--- src/hw/rtl/psr_pkg.sv ---
`timescale 1ns / 1ps

package psr_pkg;

  // Player state codes
  localparam logic [3:0] ST_OPENING  = 4'd0;
  localparam logic [3:0] ST_PREFILL  = 4'd1;
  localparam logic [3:0] ST_PRIMING  = 4'd2;
  localparam logic [3:0] ST_PLAYING  = 4'd3;
  localparam logic [3:0] ST_PAUSED   = 4'd4;
  localparam logic [3:0] ST_SEEKING  = 4'd5;
  localparam logic [3:0] ST_DRAINING = 4'd6;
  localparam logic [3:0] ST_ENDED    = 4'd7;
  localparam logic [3:0] ST_ERROR    = 4'd8;

  // Sample rate used when the word carries zero
  localparam logic [19:0] DEFAULT_RATE = 20'd48000;

  // Upper bound on rule applications per word
  localparam int ITER_LIMIT = 16;

  // Conditions the rule step looks at, settled before iterating
  typedef struct packed {
    logic init_done;
    logic init_ok;
    logic a_paused;
    logic seek_failed;
    logic seek_idle;
    logic serial_match;
    logic prefill_ready;
    logic at_end;
    logic demux_end;
    logic q_empty;
  } psr_flags_t;

endpackage

--- src/hw/rtl/psr_cmp_unit.sv ---
`timescale 1ns / 1ps

// Shared 32-bit magnitude / equality comparator.
module psr_cmp_unit (
  input  logic [31:0] cmp_a,
  input  logic [31:0] cmp_b,
  output logic        cmp_ge,
  output logic        cmp_eq
);

  assign cmp_ge = (cmp_a >= cmp_b);
  assign cmp_eq = (cmp_a == cmp_b);

endmodule

--- src/hw/rtl/psr_rules.sv ---
`timescale 1ns / 1ps

// One application of the transition rules; first match wins.
module psr_rules (
  input  logic [3:0]          cur_state,
  input  psr_pkg::psr_flags_t flags,
  output logic [3:0]          next_state
);

  logic active;

  assign active = (cur_state == psr_pkg::ST_PLAYING)  || (cur_state == psr_pkg::ST_PREFILL) ||
                  (cur_state == psr_pkg::ST_DRAINING) || (cur_state == psr_pkg::ST_PRIMING);

  always_comb begin
    next_state = cur_state;
    if (cur_state == psr_pkg::ST_OPENING && flags.init_done) begin
      if (!flags.init_ok) next_state = psr_pkg::ST_ERROR;
      else if (flags.a_paused) next_state = psr_pkg::ST_PAUSED;
      else next_state = psr_pkg::ST_PREFILL;
    end else if (cur_state == psr_pkg::ST_SEEKING && flags.seek_idle) begin
      // paused seek still waiting on its frame holds in seeking
      if (!flags.seek_failed && flags.a_paused && !flags.serial_match)
        next_state = psr_pkg::ST_SEEKING;
      else if (flags.a_paused) next_state = psr_pkg::ST_PAUSED;
      else next_state = psr_pkg::ST_PREFILL;
    end else if (active && flags.a_paused) begin
      next_state = psr_pkg::ST_PAUSED;
    end else if (cur_state == psr_pkg::ST_PAUSED && !flags.a_paused) begin
      next_state = flags.serial_match ? psr_pkg::ST_PLAYING : psr_pkg::ST_PREFILL;
    end else if (cur_state == psr_pkg::ST_PREFILL && !flags.a_paused && flags.prefill_ready) begin
      next_state = psr_pkg::ST_PRIMING;
    end else if (active) begin
      if (flags.at_end)
        next_state = psr_pkg::ST_ENDED;
      else if (flags.demux_end && cur_state == psr_pkg::ST_PLAYING && flags.q_empty)
        next_state = psr_pkg::ST_DRAINING;
    end
  end

endmodule

--- src/hw/rtl/playback_state_resolver_core.sv ---
`timescale 1ns / 1ps

// Channel | Direction | Handshake          | Payload
// in_     | input     | in_valid/in_ready  | state, flags, serials, depth, audio, rate
// out_    | output    | out_valid/out_ready| steady_state, state_changed
// cfg_    | input     | cfg_wr_en          | video prefill target, 16 bit
//
// A word takes three compare phases on the shared comparator, then rule
// applications in PH_ITER until the fixed point is seen, then the output load
// in PH_FINISH (at most 3 transitions per word); busy throughout.
// rst_n is synchronous, active low; it clears the sequencer and out_valid and
// sets the prefill target to 3. A held result does not block the next word
// from entering; only the final load waits for the output register.
module playback_state_resolver_core (
  input  logic        clk,
  input  logic        rst_n,
  input  logic        cfg_wr_en,
  input  logic [15:0] cfg_wr_data,
  input  logic        in_valid,
  output logic        in_ready,
  input  logic [3:0]  in_current_state,
  input  logic [3:0]  in_control_flags,
  input  logic [2:0]  in_video_flags,
  input  logic [3:0]  in_audio_flags,
  input  logic [31:0] in_seek_pending_serial,
  input  logic [31:0] in_shown_serial,
  input  logic [31:0] in_active_serial,
  input  logic [15:0] in_video_depth,
  input  logic [23:0] in_audio_buffered,
  input  logic [19:0] in_sample_rate,
  output logic        out_valid,
  input  logic        out_ready,
  output logic [3:0]  out_steady_state,
  output logic        out_state_changed
);

  localparam int ITER_W = $clog2(psr_pkg::ITER_LIMIT);

  // Sequencer phases
  localparam logic [2:0] PH_IDLE    = 3'd0;
  localparam logic [2:0] PH_CMP_VID = 3'd1;
  localparam logic [2:0] PH_CMP_AUD = 3'd2;
  localparam logic [2:0] PH_CMP_SER = 3'd3;
  localparam logic [2:0] PH_ITER    = 3'd4;
  localparam logic [2:0] PH_FINISH  = 3'd5;

  logic [2:0]        phase_r, phase_nxt;
  logic [ITER_W-1:0] iter_r, iter_nxt;
  logic [3:0]        state_r, state_nxt;
  logic              out_valid_r, out_valid_nxt;
  logic [15:0]       target_r;

  // latched word
  logic [3:0]  start_r;
  logic [3:0]  ctl_r;
  logic [2:0]  vid_r;
  logic [3:0]  aud_r;
  logic        seek_idle_r;
  logic [31:0] shown_r;
  logic [31:0] active_r;
  logic [15:0] depth_r;
  logic [23:0] abuf_r;
  logic [19:0] rate_r;

  // compare results
  logic depth_ge_r, abuf_ge_r, ser_eq_r;

  logic [3:0] out_state_r;
  logic       out_changed_r;

  logic        accept;
  logic [31:0] cmp_a, cmp_b;
  logic        cmp_ge, cmp_eq;
  logic [19:0] eff_rate;
  logic [25:0] abuf_x3p2;
  psr_pkg::psr_flags_t flags;
  logic [3:0]  rule_next;
  logic        iter_done;
  logic        out_free;

  assign accept   = in_valid && in_ready;
  assign in_ready = (phase_r == PH_IDLE);
  assign out_free = !out_valid_r || out_ready;

  // abuf >= floor(rate/3)  <=>  3*abuf + 2 >= rate
  assign eff_rate  = (rate_r != 20'd0) ? rate_r : psr_pkg::DEFAULT_RATE;
  assign abuf_x3p2 = (26'(abuf_r) << 1) + 26'(abuf_r) + 26'd2;

  // operand select for the shared comparator
  always_comb begin
    case (phase_r)
      PH_CMP_VID: begin
        cmp_a = 32'(depth_r);
        cmp_b = 32'(target_r);
      end
      PH_CMP_AUD: begin
        cmp_a = 32'(abuf_x3p2);
        cmp_b = 32'(eff_rate);
      end
      PH_CMP_SER: begin
        cmp_a = shown_r;
        cmp_b = active_r;
      end
      default: begin
        cmp_a = shown_r;
        cmp_b = active_r;
      end
    endcase
  end

  psr_cmp_unit u_cmp (
    .cmp_a  (cmp_a),
    .cmp_b  (cmp_b),
    .cmp_ge (cmp_ge),
    .cmp_eq (cmp_eq)
  );

  // condition bundle for the rule step
  always_comb begin
    flags.init_done     = ctl_r[0];
    flags.init_ok       = ctl_r[1];
    flags.a_paused      = ctl_r[2];
    flags.seek_failed   = ctl_r[3];
    flags.seek_idle     = seek_idle_r;
    flags.serial_match  = ser_eq_r;
    flags.prefill_ready = (depth_ge_r || vid_r[0]) &&
                          (!aud_r[1] || aud_r[2] || (abuf_ge_r && aud_r[0]));
    flags.at_end        = vid_r[0] && vid_r[1] && (!aud_r[1] || aud_r[3]);
    flags.demux_end     = vid_r[2];
    flags.q_empty       = vid_r[1];
  end

  psr_rules u_rules (
    .cur_state  (state_r),
    .flags      (flags),
    .next_state (rule_next)
  );

  assign iter_done = (rule_next == state_r) ||
                     (iter_r == ITER_W'(psr_pkg::ITER_LIMIT - 1));

  // sequencer
  always_comb begin
    phase_nxt     = phase_r;
    iter_nxt      = iter_r;
    state_nxt     = state_r;
    out_valid_nxt = out_valid_r;
    if (out_valid_r && out_ready) out_valid_nxt = 1'b0;
    case (phase_r)
      PH_IDLE: begin
        if (accept) begin
          phase_nxt = PH_CMP_VID;
          state_nxt = in_current_state;
          iter_nxt  = '0;
        end
      end
      PH_CMP_VID: phase_nxt = PH_CMP_AUD;
      PH_CMP_AUD: phase_nxt = PH_CMP_SER;
      PH_CMP_SER: phase_nxt = PH_ITER;
      PH_ITER: begin
        state_nxt = rule_next;
        iter_nxt  = iter_r + ITER_W'(1);
        if (iter_done) phase_nxt = PH_FINISH;
      end
      PH_FINISH: begin
        if (out_free) begin
          out_valid_nxt = 1'b1;
          phase_nxt     = PH_IDLE;
        end
      end
      default: phase_nxt = PH_IDLE;
    endcase
  end

  // control registers
  always_ff @(posedge clk) begin
    if (!rst_n) begin
      phase_r     <= PH_IDLE;
      out_valid_r <= 1'b0;
      target_r    <= 16'd3;
    end else begin
      phase_r     <= phase_nxt;
      out_valid_r <= out_valid_nxt;
      if (cfg_wr_en) target_r <= cfg_wr_data;
    end
  end

  // payload registers
  always_ff @(posedge clk) begin
    iter_r  <= iter_nxt;
    state_r <= state_nxt;
    if (accept) begin
      start_r     <= in_current_state;
      ctl_r       <= in_control_flags;
      vid_r       <= in_video_flags;
      aud_r       <= in_audio_flags;
      seek_idle_r <= (in_seek_pending_serial == 32'd0);
      shown_r     <= in_shown_serial;
      active_r    <= in_active_serial;
      depth_r     <= in_video_depth;
      abuf_r      <= in_audio_buffered;
      rate_r      <= in_sample_rate;
    end
    if (phase_r == PH_CMP_VID) depth_ge_r <= cmp_ge;
    if (phase_r == PH_CMP_AUD) abuf_ge_r  <= cmp_ge;
    if (phase_r == PH_CMP_SER) ser_eq_r   <= cmp_eq;
    if (phase_r == PH_FINISH && out_free) begin
      out_state_r   <= state_r;
      out_changed_r <= (state_r != start_r);
    end
  end

  assign out_valid         = out_valid_r;
  assign out_steady_state  = out_state_r;
  assign out_state_changed = out_changed_r;

endmodule

--- config.mk ---
export PLATFORM = sky130hd
export DESIGN_NAME = playback_state_resolver_core
export DESIGN_NICKNAME = d
export VERILOG_FILES = /design/src/hw/rtl/psr_pkg.sv /design/src/hw/rtl/psr_cmp_unit.sv /design/src/hw/rtl/psr_rules.sv /design/src/hw/rtl/playback_state_resolver_core.sv
export SDC_FILE = /design/constraint.sdc
export NUM_CORES = 1
export LEC_CHECK = 0
export BUFFER_PORTS_ARGS = -buffer_cell sky130_fd_sc_hd__buf_2
export CAP_MARGIN = 40
export CORE_UTILIZATION = 45
export CTS_CLUSTER_SIZE = 25
export DETAILED_ROUTE_END_ITERATION = 8
export HOLD_SLACK_MARGIN = 0.1
export PLACE_DENSITY = 0.66
export SKIP_CTS_REPAIR_TIMING = 1
export SYNTH_ARGS = -nofsm -noshare
export SYNTH_HDL_FRONTEND = slang
export SYNTH_HIERARCHICAL = 1
export SYNTH_SLANG_ARGS = --single-unit
--- constraint.sdc ---
create_clock -name clk -period 7.2 [get_ports clk]
set_input_delay 0.36 -clock clk [delete_from_list [all_inputs] [get_ports clk]]
set_output_delay 0.36 -clock clk [all_outputs]
set_load 0.02 [all_outputs]
==> run metrics <==
status complete, no violations; drt wl/cell between 15 and 20 um; core area a little under 20000 sq um; max incr delay on CP 630 ps; Fin Clk Skew 7.37 ps; Syn Area/Cell 11.9 sq um; first-pass GRT wire length approximately 32000 um; Worst-path clk slew approximately 60 ps; clk_lat worst skew 430 ps; gpl congestion approximately 0.84; Max-Cap Viols 0; Initial DRC Count 500; I/O Pins 199; HP Class in -> reg; fin worst setup slack 2760 ps; Synth Register Bits 176; FFs w/ async S/R, synth 0%; EDFF count, synth ~160; DR pass1 iterations 5; dpl hpwl roughly 15000 um; Worst Path Buf+Inv 2; R2R setup slack 2760 ps; Cell Rows 51; crit path DAT 4570 ps; Critical Path End abuf_ge_r; CTS tree yes; Reg2Reg Depth 11; PortBufs 198; layout cells sized above 1 between 20% and 30%; Area Overhead vs Synth 33.1%; Worst R2R Start phase_r[2]; critical path depth 11; Warnings, synthesis 6; startpoint class of the critical path flip-flop; synthesized area between 9000 and 10000 sq um; # DRC 0; max-slew violation count 0; Crit. Startpoint phase_r[2]; Post-DRT Antenna Nets 0; GR Overflow Total 0; Pleak 0.00518 uW; Chip Width roughly 140 um; crit-path max FO between 50 and 60; H-tree depth reported by CTS 4; sequential area share after synthesis between 50% and 60%; vias slightly above 7000; total track usage 20.3%; Final Hold Slack about 120 ps; Initial Util 46.4%; die footprint 20900 sq um; unrepaired setup endpoints after global routing false; number of global-route vias before repair ~6300; Post-Route WL 22300 um; CP endpoint kind flip-flop; Clock Path Buffers 2; critical path class reg -> reg; final setup vio count 0; Final Cycle Share around three fifths; TritonCTS buffer count 17; Post-layout nets 1355; CP max stage cell or3b_1; antenna violations before repair 1; largest net degree at the start of global routing between 60 and 70; Post-Layout Cell Count about 1400; post-synth cell types 62; Final TNS setup 0 ps; CTS Sinks about 180; Final Critical Period approximately 4400 ps; pre-CTS WS ~2800 ps; critical path required time 7330 ps; Worst Tran Pin Value approximately 830 ps; Final Hold Vio Count 0; vias per cell roughly 5.2; PwrDens about 250 nW/um^2; die height 145 um; worst vdd ir 0.000165 V; Peak Freq around 230 MHz; layout filler cell count ~1600; Synth Instances between 700 and 800; dpl cells about 1200; CP cell instances or3b_1, inv_2, nor2_4, buf_4, a22oi_1, o21ai_1, ha_1, a21o_1, a221o_1, a221oi_1, o221ai_1; diode count 0; Relative slew margins between 40% and 50%; Most used DFF post-synth edfxtp_1; RR Endpoint abuf_ge_r; critical path's top delay family compound AO/OA/AOI/OAI gates; Syn Nets between 1000 and 1500; Root Driver clkbuf_16
-- worst min-delay path by stage --
| stage | from | to | cells past startpoint |
|---|---|---|---|
| floorplan | target_r[0] | target_r[0] | 2 |
| global placement | target_r[0] | target_r[0] | 2 |
| detailed placement | target_r[1] | target_r[1] | 2 |
| CTS | in_audio_buffered[23] | abuf_r[23] | 1 |
| global route | in_shown_serial[8] | shown_r[8] | 1 |
| finish | in_active_serial[31] | active_r[31] | 1 |
-- per-layer routing --
layer	share of wire, %	global-route usage (%)
met4	1.6	6.09
met2	47	31.7
met1	45	27.8
met5	0.058	0
met3	6.3	4.87
-- power breakdown --
| part | internal (uW) | switching [uW] |
|---|---|---|
| Combinational | 369 | 452 |
| Sequential | 1240 | 57.6 |
| Clock | 512 | 396 |
-- worst reg2reg max path, stage by stage (launching register included) --
cell,delay (ps)
dfxtp_1,460
or3b_1,630
inv_2,450
nor2_4,380
buf_4,480
a22oi_1,160
o21ai_1,180
ha_1,290
a21o_1,170
a221o_1,320
a221oi_1,390
o221ai_1,240
-- synth_stat cells, types with 2 or more instances --
cell type | n | area [sq um]
edfxtp_1 | 156 | 4680
ha_1 | 79 | 988
nand2_1 | 76 | 285
inv_1 | 50 | 188
nor2_1 | 39 | 146
a22oi_1 | 31 | 233
a21oi_1 | 30 | 150
and2_1 | 22 | 138
dfxtp_1 | 20 | 400
nor2b_1 | 19 | 119
o21ai_1 | 19 | 95.1
o21ai_0 | 17 | 85.1
mux2i_1 | 16 | 160
xnor2_1 | 16 | 140
nor4_1 | 14 | 87.6
xor2_1 | 13 | 114
a21o_1 | 12 | 90.1
clkbuf_1 | 12 | 45.0
nand3_1 | 12 | 60.1
buf_2 | 11 | 55.1
nand4_1 | 11 | 68.8
a31oi_1 | 9 | 56.3
a22o_1 | 6 | 52.6
o21bai_1 | 6 | 45.0
a221o_1 | 5 | 50.1
nand2b_1 | 5 | 31.3
a211oi_1 | 4 | 30.0
and3_1 | 4 | 25.0
o211ai_1 | 4 | 30.0
a21boi_0 | 3 | 22.5
a21oi_2 | 3 | 26.3
buf_6 | 3 | 33.8
o31ai_1 | 3 | 22.5
a32o_1 | 2 | 20.0
and4_1 | 2 | 17.5
nor3_1 | 2 | 10.0
nor3b_1 | 2 | 15.0
o211ai_2 | 2 | 25.0
o21a_1 | 2 | 15.0
o221ai_1 | 2 | 17.5
or2_2 | 2 | 12.5
-- cells in the final DEF (no fill, tap or decap), drive strengths merged, types with 9 or more instances in the layout --
master	count
dlygate4sd3	121
a22oi	31
nor2b	20
clkbuf	19
a31oi	9
a21oi	33
nor4	14
xnor2	16
nand4	11
xor2	13
and2	22
dfxtp	20
edfxtp	156
ha	79
a21o	12
mux2i	16
buf	202
o21ai	36
nand3	12
nor2	39
inv	53
nand2	76
-- cell families after synthesis --
group	count (synthesis)	synth area share, %
compound gates	173	13.6
xor+xnor	29	2.78
fa+ha+maj	80	11.0
buf+inv	77	3.56
flops	176	55.6
mux	16	1.75
simple gates	216	11.7
-- sequential cells by signal, summed over array words and instances, names as in the netlist, 16 cells and up --
register / cells
active_r: 32
shown_r: 32
abuf_r: 24
rate_r: 20
depth_r: 16
target_r: 16
-- area by class of cell --
class                           instances  area (sq um)  area share (%)
Clock buffer                           19           433            3.56
Clock inverter                         13           138            1.13
Inverter                               51           191            1.57
Multi-Input combinational cell        514          3750            30.8
Sequential cell                       176          5080            41.8
Tap cell                              265           332            2.72
Timing Repair Buffer                  323          2240            18.4
-- metrics by stage --
stage,power [uW],utilization [%],cell area [sq um]
2_1_floorplan,1870,-,9150
3_3_place_gp,2060,52.6,10400
3_5_place_dp,2070,52.7,10400
4_1_cts,2980,55.6,11000
5_1_grt,3190,61.7,12200
6_report,3020,61.7,12200
Power figures use the tool's default switching activity.
